**config.mk**
```make
export PLATFORM = sky130hd
export DESIGN_NAME = lexicographic_topological_order_top
export DESIGN_NICKNAME = d
export VERILOG_FILES = /design/src/design/lto_pkg.sv /design/src/design/lexicographic_topological_order_top.sv /design/src/design/lto_cell.sv
export SDC_FILE = /design/constraint.sdc
export NUM_CORES = 2
export LEC_CHECK = 0
export BUFFER_PORTS_ARGS = -buffer_cell sky130_fd_sc_hd__buf_2
export CORE_ASPECT_RATIO = 1.2
export CORE_MARGIN = 1
export CORE_UTILIZATION = 41
export CTS_CLUSTER_SIZE = 10
export DETAILED_ROUTE_END_ITERATION = 8
export SLEW_MARGIN = 10
export SYNTH_ARGS = -nofsm -noshare
export SYNTH_HDL_FRONTEND = slang
export SYNTH_SLANG_ARGS = --single-unit
```
**constraint.sdc**
```tcl
create_clock -name clk -period 3.3 [get_ports clk]
set_clock_uncertainty 0.2 [all_clocks]
set_input_delay 0.66 -clock clk [delete_from_list [all_inputs] [get_ports clk]]
set_output_delay 0.66 -clock clk [all_outputs]
set_load 0.01 [all_outputs]
```
**src/design/lto_pkg.sv**
```systemverilog
// Shared package for the lexicographic topological order block.
// Holds the default node count, field widths, word actions and the cell control word.
// Used by lto_cell, lexicographic_topological_order_top and the testbench; depends on nothing.
`timescale 1ns / 1ps

package lto_pkg;

    // Default number of node cells in the chain.
    localparam int NODES_DEF = 32;

    // Width of a node index field on the ports.
    localparam int IDX_W = 5;

    // Actions carried by an input word.
    localparam logic ACT_EDGE = 1'b0;
    localparam logic ACT_RUN  = 1'b1;

    // Control word broadcast from the sequencer to every cell.
    typedef struct packed {
        logic             load;   // load one dependency edge
        logic             clear;  // wipe the whole graph
        logic             step;   // mark the granted cell as emitted
        logic [IDX_W-1:0] pre;    // prerequisite node of the edge
        logic [IDX_W-1:0] dep;    // dependent node of the edge
    } cell_ctl_t;

endpackage

```
**src/design/lexicographic_topological_order_top.sv**
```systemverilog
// Top level of the lexicographic topological order block.
// Holds the sequencer, the output register and a chain of lto_cell instances.
// Depends on lto_pkg and lto_cell.
`timescale 1ns / 1ps

// An edge word (action 0) is taken while no run is in progress, and edge words may follow
// one another in every cycle. A run word (action 1) starts a run that emits each present
// node that can be ordered, then the closing word; stalls on the output hold the run. The
// order is set by the grant token that ripples once per cycle through the row of node
// cells, each cycle granting the lowest ready node, and by the single output register.
// No new word is taken until the closing word of a run has been loaded. The closing word
// carries last = 1 and cycle_found = 1 when present nodes were left unemitted; after it
// the graph is empty.
module lexicographic_topological_order_top #(
    parameter int NODES = lto_pkg::NODES_DEF
) (
    input  logic                    clk,
    input  logic                    rst_n,
    input  logic                    in_valid,
    output logic                    in_stall,
    input  logic                    action,
    input  logic [lto_pkg::IDX_W-1:0] prereq_node,
    input  logic [lto_pkg::IDX_W-1:0] dependent_node,
    output logic                    out_valid,
    input  logic                    out_stall,
    output logic [lto_pkg::IDX_W-1:0] node_index,
    output logic                    node_valid,
    output logic                    cycle_found,
    output logic                    last
);

    localparam logic ST_IDLE = 1'b0;
    localparam logic ST_RUN  = 1'b1;

    logic                      state_reg;
    logic                      state_next;
    logic                      out_valid_reg;
    logic                      out_valid_next;
    logic [lto_pkg::IDX_W-1:0] node_index_reg;
    logic [lto_pkg::IDX_W-1:0] node_index_next;
    logic                      node_valid_reg;
    logic                      node_valid_next;
    logic                      cycle_found_reg;
    logic                      cycle_found_next;
    logic                      last_reg;
    logic                      last_next;

    logic                      in_take;
    logic                      edge_ok;
    logic                      slot_free;
    logic                      any_ready;
    logic                      emit;
    logic                      finish;
    logic [lto_pkg::IDX_W-1:0] pick_idx;
    lto_pkg::cell_ctl_t        ctl;

    logic [NODES:0]            chain;
    logic [NODES-1:0]          grant_vec;
    logic [NODES-1:0]          done_vec;
    logic [NODES-1:0]          present_vec;
    logic [NODES-1:0]          pending_vec;

    // Handshake on both sides.
    assign in_stall    = (state_reg != ST_IDLE);
    assign in_take     = in_valid && !in_stall;
    assign slot_free   = !out_valid_reg || !out_stall;
    assign out_valid   = out_valid_reg;
    assign node_index  = node_index_reg;
    assign node_valid  = node_valid_reg;
    assign cycle_found = cycle_found_reg;
    assign last        = last_reg;

    // An edge naming a node beyond the chain is dropped.
    assign edge_ok = (32'(prereq_node) < 32'(NODES)) && (32'(dependent_node) < 32'(NODES));

    // Emit a node when one is ready, otherwise close the run.
    assign any_ready = !chain[NODES];
    assign emit      = (state_reg == ST_RUN) && slot_free && any_ready;
    assign finish    = (state_reg == ST_RUN) && slot_free && !any_ready;

    always_comb
    begin
        ctl.load  = in_take && (action == lto_pkg::ACT_EDGE) && edge_ok;
        ctl.clear = finish;
        ctl.step  = emit;
        ctl.pre   = prereq_node;
        ctl.dep   = dependent_node;
    end

    // Chain of node cells; the token enters at the lowest index.
    assign chain[0] = 1'b1;

    for (genvar i = 0; i < NODES; i++)
    begin : g_cell
        lto_cell #(
            .NODES (NODES),
            .IDX   (i)
        ) u_cell (
            .clk       (clk),
            .rst_n     (rst_n),
            .ctl       (ctl),
            .done_vec  (done_vec),
            .chain_in  (chain[i]),
            .chain_out (chain[i+1]),
            .grant     (grant_vec[i]),
            .done      (done_vec[i]),
            .present   (present_vec[i]),
            .pending   (pending_vec[i])
        );
    end

    // Encode the granted cell; at most one cell holds the grant.
    always_comb
    begin
        pick_idx = '0;
        for (int i = 0; i < NODES; i++)
        begin
            if (grant_vec[i])
            begin
                pick_idx = pick_idx | lto_pkg::IDX_W'(i);
            end
        end
    end

    // Sequencer and output register.
    always_comb
    begin
        state_next       = state_reg;
        out_valid_next   = out_valid_reg;
        node_index_next  = node_index_reg;
        node_valid_next  = node_valid_reg;
        cycle_found_next = cycle_found_reg;
        last_next        = last_reg;
        if (slot_free)
        begin
            out_valid_next = 1'b0;
        end
        case (state_reg)
            ST_IDLE:
            begin
                if (in_take && (action == lto_pkg::ACT_RUN))
                begin
                    state_next = ST_RUN;
                end
            end
            ST_RUN:
            begin
                if (emit)
                begin
                    out_valid_next   = 1'b1;
                    node_index_next  = pick_idx;
                    node_valid_next  = 1'b1;
                    cycle_found_next = 1'b0;
                    last_next        = 1'b0;
                end
                else if (finish)
                begin
                    out_valid_next   = 1'b1;
                    node_index_next  = '0;
                    node_valid_next  = 1'b0;
                    cycle_found_next = |pending_vec;
                    last_next        = 1'b1;
                    state_next       = ST_IDLE;
                end
            end
            default:
            begin
                state_next = ST_IDLE;
            end
        endcase
    end

    always_ff @(posedge clk or negedge rst_n)
    begin
        if (!rst_n)
        begin
            state_reg     <= ST_IDLE;
            out_valid_reg <= 1'b0;
        end
        else
        begin
            state_reg     <= state_next;
            out_valid_reg <= out_valid_next;
        end
    end

    always_ff @(posedge clk)
    begin
        node_index_reg  <= node_index_next;
        node_valid_reg  <= node_valid_next;
        cycle_found_reg <= cycle_found_next;
        last_reg        <= last_next;
    end

    // The token chain never grants two cells at once.
    a_single_grant: assert property (@(posedge clk) disable iff (!rst_n)
        $onehot0(grant_vec))
        else $error("more than one node cell granted");

    // Once the closing word is loaded, the graph is empty and the sequencer idle.
    a_cleared_after_run: assert property (@(posedge clk) disable iff (!rst_n)
        finish |=> (present_vec == '0 && state_reg == ST_IDLE))
        else $error("graph not cleared after the closing word");

    // An accepted run word starts the emission sequence.
    a_run_starts: assert property (@(posedge clk) disable iff (!rst_n)
        (in_take && (action == lto_pkg::ACT_RUN)) |=> (state_reg == ST_RUN))
        else $error("run word did not start a run");

endmodule

```
**src/design/lto_cell.sv**
```systemverilog
// One node cell of the ordering chain: present bit, emitted bit, prerequisite row.
// Passes the "no lower node ready" token to its upper neighbour every cycle.
// Depends on lto_pkg.
`timescale 1ns / 1ps

module lto_cell #(
    parameter int NODES = lto_pkg::NODES_DEF,
    parameter int IDX   = 0
) (
    input  logic               clk,
    input  logic               rst_n,
    input  lto_pkg::cell_ctl_t ctl,
    input  logic [NODES-1:0]   done_vec,
    input  logic               chain_in,
    output logic               chain_out,
    output logic               grant,
    output logic               done,
    output logic               present,
    output logic               pending
);

    logic             present_reg;
    logic             present_next;
    logic             done_reg;
    logic             done_next;
    logic [NODES-1:0] needs_reg;
    logic [NODES-1:0] needs_next;
    logic [NODES-1:0] pre_onehot;
    logic             hit_pre;
    logic             hit_dep;
    logic             ready;

    // Decode the edge against this cell's own index.
    assign hit_pre = (32'(ctl.pre) == 32'(IDX));
    assign hit_dep = (32'(ctl.dep) == 32'(IDX));

    always_comb
    begin
        for (int j = 0; j < NODES; j++)
        begin
            pre_onehot[j] = (32'(ctl.pre) == 32'(j));
        end
    end

    // A node is ready when present, not yet emitted, and all prerequisites are emitted.
    assign ready     = present_reg && !done_reg && ((needs_reg & ~done_vec) == '0);
    assign grant     = chain_in && ready;
    assign chain_out = chain_in && !ready;
    assign done      = done_reg;
    assign present   = present_reg;
    assign pending   = present_reg && !done_reg;

    // Next state of the cell.
    always_comb
    begin
        present_next = present_reg;
        needs_next   = needs_reg;
        done_next    = done_reg;
        if (ctl.clear)
        begin
            present_next = 1'b0;
            needs_next   = '0;
            done_next    = 1'b0;
        end
        else
        begin
            if (ctl.load && (hit_pre || hit_dep))
            begin
                present_next = 1'b1;
            end
            if (ctl.load && hit_dep)
            begin
                needs_next = needs_reg | pre_onehot;
            end
            if (ctl.step && grant)
            begin
                done_next = 1'b1;
            end
        end
    end

    always_ff @(posedge clk or negedge rst_n)
    begin
        if (!rst_n)
        begin
            present_reg <= 1'b0;
            needs_reg   <= '0;
            done_reg    <= 1'b0;
        end
        else
        begin
            present_reg <= present_next;
            needs_reg   <= needs_next;
            done_reg    <= done_next;
        end
    end

endmodule

```
### After elaboration in Yosys (flattened, before gate mapping)

Index checks and enable logic that the tools add are counted.

| word-level totals | value |
|---|---|
| flip-flop bits (word level) | 1098 |
| bits of input ports | 15 |
| output and inout bits | 10 |
| word-level logic and storage cells | 1047 |

| cells by class | value |
|---|---|
| equal/unequal tests | 63 |
| mux-type cells | 354 |
| bitwise operators | 67 |
| reductions and logical operators | 461 |

Operators with widths:

| cell | count |
|---|---|
| $mux W32 | 96 |
| $and A32 B32 Y32 | 32 |
| $logic_not A32 Y1 | 32 |
| $or A32 B32 Y32 | 32 |
| $logic_and A1 B1 Y1 | 228 |
| $mux W1 | 222 |
| $reduce_bool A2 Y1 | 96 |
| $eq A5 B5 Y1 const B | 32 |
| $mux W5 | 21 |
| $eq A5 B4 Y1 const B | 16 |
| $logic_not A1 Y1 | 68 |
| $eq A5 B3 Y1 const B | 8 |
| $logic_or A1 B1 Y1 | 33 |
| $mux W4 | 8 |
| $not A32 Y32 | 1 |
| $reduce_or A32 Y1 | 1 |
| $eq A5 B2 Y1 const B | 4 |
| $mux W3 | 4 |
| $eq A5 B1 Y1 const B | 2 |
| $logic_not A5 Y1 | 2 |
| $mux W2 | 2 |
| $ne A3 B1 Y1 const B | 1 |
| $not A1 Y1 | 2 |
| $pmux W1 S2 | 1 |
| $reduce_and A2 Y1 | 1 |

### Longest topological paths before layout

| depth | value |
|---|---|
| depth after elaboration | 43 |
| depth in mapped cells | 16 |
| mapped depth without buffers | 10 |

### By module

Synthesis repeated with hierarchy kept, for this count alone.

| second synthesis, totals | value |
|---|---|
| cells, all modules | 6009 |
| area total of the unflattened synthesis | 53307.4 sq um |

By module, submodules not included:

| module | instances | cells an instance | area an instance (sq um) |
|---|---|---|---|
| lto_cell at g_cell[5].u_cell ... | 2 | 188 | 1671.6 |
| lto_cell at g_cell[13].u_cell ... | 2 | 186 | 1659.1 |
| lto_cell at g_cell[1].u_cell ... | 2 | 186 | 1657.8 |
| lto_cell at g_cell[25].u_cell ... | 2 | 188 | 1600.3 |
| lto_cell at g_cell[28].u_cell | 1 | 186 | 1686.6 |
| lto_cell at g_cell[0].u_cell | 1 | 186 | 1674.1 |
| lto_cell at g_cell[16].u_cell | 1 | 185 | 1671.6 |
| lto_cell at g_cell[3].u_cell | 1 | 187 | 1670.4 |
| lto_cell at g_cell[18].u_cell | 1 | 183 | 1669.1 |
| lto_cell at g_cell[20].u_cell | 1 | 182 | 1667.8 |
| lto_cell at g_cell[29].u_cell | 1 | 185 | 1667.8 |
| lto_cell at g_cell[30].u_cell | 1 | 185 | 1666.6 |
| lto_cell at g_cell[17].u_cell | 1 | 183 | 1665.3 |
| lto_cell at g_cell[8].u_cell | 1 | 183 | 1661.6 |
| +15 rows | n/a | n/a | n/a |

### Worst setup path before layout

Ideal clock, no wire load.

| path | value |
|---|---|
| kind | reg-to-reg |
| from | register g_cell[7].u_cell.done_reg |
| to | register g_cell[12].u_cell.present_reg |
| library setup time | 0.128 ns |
| arrival time | 2.964 ns |
| setup slack | 0.008 ns |
| stages on the path, launching flop included | 16 |
| path buffers | 7 |
| cell sequence | dfrtp_1 -> inv_1 -> buf_4 -> buf_4 -> a22oi_1 -> nand4_1 -> nor4_1 -> or4_1 -> buf_2 -> nor4_4 -> and4_1 -> buf_6 -> buf_6 -> buf_12 -> buf_12 -> nor2_4 |

| on the way | value |
|---|---|
| cells in the longest elaborated chain, start to end | 38 |

Ends and longest elaborated chain:

| item | RTL line | text |
|---|---|---|
| start, declared | lto_cell.sv:24 | `logic done_reg;` |
| start signal, assigned | lto_cell.sv:94 | `done_reg <= done_next;` |
| $not A32 Y32 | lto_cell.sv:46 | `assign ready = present_reg && !done_reg && ((needs_reg & ~done_vec) == '0);` |
| $and A32 B32 Y32 | lto_cell.sv:46 |  |
| $logic_not A32 Y1 | lto_cell.sv:46 |  |
| $logic_and A1 B1 Y1 | lto_cell.sv:46 |  |
| $logic_not A1 Y1 | lto_cell.sv:48 | `assign chain_out = chain_in && !ready;` |
| $logic_and A1 B1 Y1 (30 in a row) | lto_cell.sv:48 |  |
| $logic_and A1 B1 Y1 (*) | lto_cell.sv:48 |  |
| $logic_and A1 B1 Y1 (*) | lexicographic_topological_order_top.sv:79 | `assign finish = (state_reg == ST_RUN) && slot_free && !any_ready;` |
| $mux W1 or $reduce_bool A2 Y1 (tied branches) | n/a |  |
| end signal, assigned | lto_cell.sv:92 | `present_reg <= present_next;` |
| end, declared | lto_cell.sv:22 | `logic present_reg;` |

Mark *: on every way between the ends. The rest lies on a longest branch, timed or not.
A chain may end at the register's enable or synchronous reset.

### Worst setup path after layout

| path | value |
|---|---|
| from | register g_cell[9].u_cell.done_reg |
| to | register g_cell[19].u_cell.needs_reg[29] |

| on the way | value |
|---|---|
| cells in the longest elaborated chain, start to end | 38 |

Ends and longest elaborated chain:

| item | RTL line | text |
|---|---|---|
| start, declared | lto_cell.sv:24 |  |
| start signal, assigned | lto_cell.sv:94 |  |
| $not A32 Y32 | lto_cell.sv:46 |  |
| $and A32 B32 Y32 | lto_cell.sv:46 |  |
| $logic_not A32 Y1 | lto_cell.sv:46 |  |
| $logic_and A1 B1 Y1 | lto_cell.sv:46 |  |
| $logic_not A1 Y1 | lto_cell.sv:48 |  |
| $logic_and A1 B1 Y1 (30 in a row) | lto_cell.sv:48 |  |
| $logic_and A1 B1 Y1 (*) | lto_cell.sv:48 |  |
| $logic_and A1 B1 Y1 (*) | lexicographic_topological_order_top.sv:79 |  |
| $mux W32 or $reduce_bool A2 Y1 (tied branches) | n/a |  |
| end signal, assigned | lto_cell.sv:93 | `needs_reg <= needs_next;` |
| end, declared | lto_cell.sv:26 | `logic [NODES-1:0] needs_reg;` |

Marked as above.

==> flow_summary.yaml <==
outcome:
  status: "finished with violations"
  violations: "design-rule violations, negative setup slack"
logic_synthesis:
  ys_async_sr_fraction: 0.993
  synth_common_cells: "dfrtp_1 (1,090), a21oi_1 (1,067), nor2_1 (747)"
  yosys-top-cells-area: "dfrtp_1 (54%), a21oi_1 (11%), nor2_4 (8.9%)"
  synth_edf_count: 8
  syn_inst: 4832
  post-synth-top-area-cell: "dfrtp_1"
  syn_area_mm2: 0.0508
  synth_most_common_cell: "dfrtp_1"
  ys_seq_area_frac: 0.541
  synth_fp_nets: 4847
  synth-seq-cells: 1098
  syn_avg_cell_area_um2: 10.5
  synth_top_area_share: 0.536
  yosys_warnings: 0
  ys_types: 75
  synth_ff_type: "dfrtp_1"
grt:
  grt_pass1_vias: 43600
  grt_max_degree: 97
  grt_pass1_wl_um: 329000
  antenna_found_initial: 13
  grt_overflow: 0
  grt_util_all_layers: 0.370
critical_path:
  crit_chain: "clkinv_4, buf_8, buf_12, a222oi_1, nand4_1, buf_4, and4bb_4, nand3_4, nor4_4, buf_4, and4_4, buf_12, buf_16, buf_12, clkbuf_16, nor2_2"
  crit_path_top_delay_cell: "a222oi_1"
  critPathMaxFanout: 6
  crit_path_end_kind: "register"
  startpoint_type: "register"
  critPathArrivalTime_ns: 4.36
  crit_type: "register to register"
  critPathRequiredTime_ns: 3.77
  crit_buf_inv: 9
  cp_top_family: "buffers and inverters"
  timing.critical_path.mode_cell: "buf_12"
  critPathMaxStageDelay_ns: 0.69
detailed_routing:
  dr.pass1.iters: 9
  drcViolationCount: 5
  ant_nets: 0
  routedWlPerCell_um: 32.8
  drt_iter0_drc: 6290
  num_vias: 45100
  routed_wl_um: 235000
  viasPerCell: 6.31
placed_design:
  port_buffers: 24
  dpl-instance-area_mm2: 0.0579
  place.gp.congestion: 1.04
  hpwl_um: 149000
worst_hold_path:
  hold_class: "input pin to async pin"
timing:
  fmax_mhz: 257
  final-hold-violation-count: 0
  rsz0062_at_grt: "true"
  drv_slew: 0
  tightest_slew_ns: 1.03
  fin_crit_ns: 3.88
  setup_viol: 1096
  postLayoutSetupSlackWorst_ns: -0.584
  period_share: 1.18
  slew_headroom: 0.313
  hold-worst-slack_ns: 0.283
finish:
  fillCellCount: 10600
  areaGrowthSynthToFinish_pct: 30.9
  drive_gt1_frac: 0.326
  nets: 5491
  utilization: 0.540
  stdcell_area_mm2: 0.0665
  largest_reg_flops: 1024
cts:
  cts.sinks: 1098
  insertion_delay_ns: 0.76
  cts-root-buf: "clkbuf_16"
  clk_pin_slew_ns: 0.06
  cts_buffers: 121
  cts_tree: "done"
  htree_levels: 3
  clk_path_buf_depth: 3
die:
  io-pin-count: 25
  die_area_mm2: 0.125
  dieHeight_um: 388
  fp.coreArea_mm2: 0.123
  fp.dieW_um: 323
  initial_core_util: 0.413
  rows: 141
pwr:
  power_leakage_nw: 30.2
  p_per_area_mw_per_mm2: 744
  vdd_drop_max_mv: 0.502
job:
  cap_violations: 0
==> logic make-up after synthesis <==
logic type | after synthesis | share of synthesized area
AO/OA/AOI/OAI | 1518 | 0.178
multiplexers | 1 | 0.000197
AND/OR/NAND/NOR | 1765 | 0.220
flip-flops | 1098 | 0.541
buffers and inverters | 450 | 0.0607
==> placed cells by master (no fill, tap or decap), types with 21 or more instances in the layout <==
cell type	netlist	routed
nor2_1	747	533
nor3_1	64	52
buf_2	158	23
nor2_2	0	85
dfrtp_1	1090	1077
a2111oi_0	88	45
inv_1	31	24
buf_12	44	194
clkbuf_16	0	141
nand3_1	39	39
nand2b_1	37	36
buf_8	0	21
buf_4	27	547
a22o_1	37	37
nand2_1	26	26
a22oi_1	196	196
buf_16	0	60
a2111o_1	21	21
a21oi_1	1067	1064
a2111oi_1	1	24
a222oi_1	21	21
nor2_4	400	529
nand4_1	67	67
nor2b_1	279	272
buf_6	11	31
==> area by class of cell <==
| class | instances | area, um^2 | share of cell area |
|---|---|---|---|
| sequential | 1098 | 27500 | 0.414 |
| inverter | 54 | 238 | 0.00357 |
| multi-input combinational | 3285 | 22000 | 0.330 |
| antenna | 9 | 22.5 | 0.000338 |
| clock inverter | 6 | 85.1 | 0.00128 |
| clock buffer | 136 | 3150 | 0.0473 |
| timing repair buffer | 916 | 11500 | 0.173 |
| tap | 1644 | 2060 | 0.0309 |
==> stage by stage <==
step | power [mW] | std cells | setup WS (ns) | TNS, ns
final | 49.5 | 7148 | -0.584 | -495.45
after floorplan | 21.7 | 4832 | 0.00830 | 0
after detailed placement | 31.1 | 6811 | -1.15 | -1162.16
after global routing | 50.0 | 7140 | -0.538 | -468.12
after global placement | 31.1 | 6811 | -1.11 | -1090.79
after CTS | 47.5 | 7093 | -0.488 | -408.05
==> per-layer routing <==
| layer | vias up | share of wire | GRT usage |
|---|---|---|---|
| li1 | 18200 | - | - |
| met1 | 22700 | 0.36 | 0.474 |
| met2 | 3222 | 0.43 | 0.537 |
| met3 | 979 | 0.11 | 0.0907 |
| met4 | 6 | 0.092 | 0.284 |
| met5 | - | 0.00014 | 0 |
==> where the power goes <==
group | total [mW] | internal (mW) | switching [mW]
registers | 14.5 | 14.0 | 0.513
logic | 22.9 | 9.67 | 13.3
clock network | 12.1 | 6.60 | 5.47
total | 49.5 | 30.3 | 19.2
==> what timing repair did <==
item | CTS | global route
pin swaps | 169 | 70
gates resized for setup | 378 | 224
endpoints found under the hold margin | 26 | 0
hold buffers | 4 | 0
buffers inserted | 78 | 37
cloned | 59 | 21
endpoints found under the setup margin | 1097 | 1097
==> final timing paths <==
path                                                        startpoint                                     endpoint  slack, ns  cells past startpoint
hold / removal                                                   rst_n   g_cell[23].u_cell.needs_reg[4]$_DFFE_PN0P_       0.28                      2
setup reg to reg                     g_cell[9].u_cell.done$_DFFE_PN0P_  g_cell[19].u_cell.needs_reg[29]$_DFFE_PN0P_      -0.58                     16
max in group asynchronous                                        rst_n   g_cell[25].u_cell.needs_reg[4]$_DFFE_PN0P_       1.56                      3
hold reg to reg            g_cell[18].u_cell.needs_reg[25]$_DFFE_PN0P_  g_cell[18].u_cell.needs_reg[25]$_DFFE_PN0P_       0.28                      2
min in group clk           g_cell[18].u_cell.needs_reg[25]$_DFFE_PN0P_  g_cell[18].u_cell.needs_reg[25]$_DFFE_PN0P_       0.28                      2
setup / recovery                     g_cell[9].u_cell.done$_DFFE_PN0P_  g_cell[19].u_cell.needs_reg[29]$_DFFE_PN0P_      -0.58                     16
==> worst register-to-register path, cell delays in order (launching register included) <==
cell	delay (ns)
dfrtp_2	0.45
clkinv_4	0.13
buf_8	0.16
buf_12	0.13
a222oi_1	0.69
nand4_1	0.37
buf_4	0.25
and4bb_4	0.22
nand3_4	0.09
nor4_4	0.06
buf_4	0.14
and4_4	0.17
buf_12	0.15
buf_16	0.16
buf_12	0.14
clkbuf_16	0.16
nor2_2	0.12
Power figures use the tool's default switching activity.
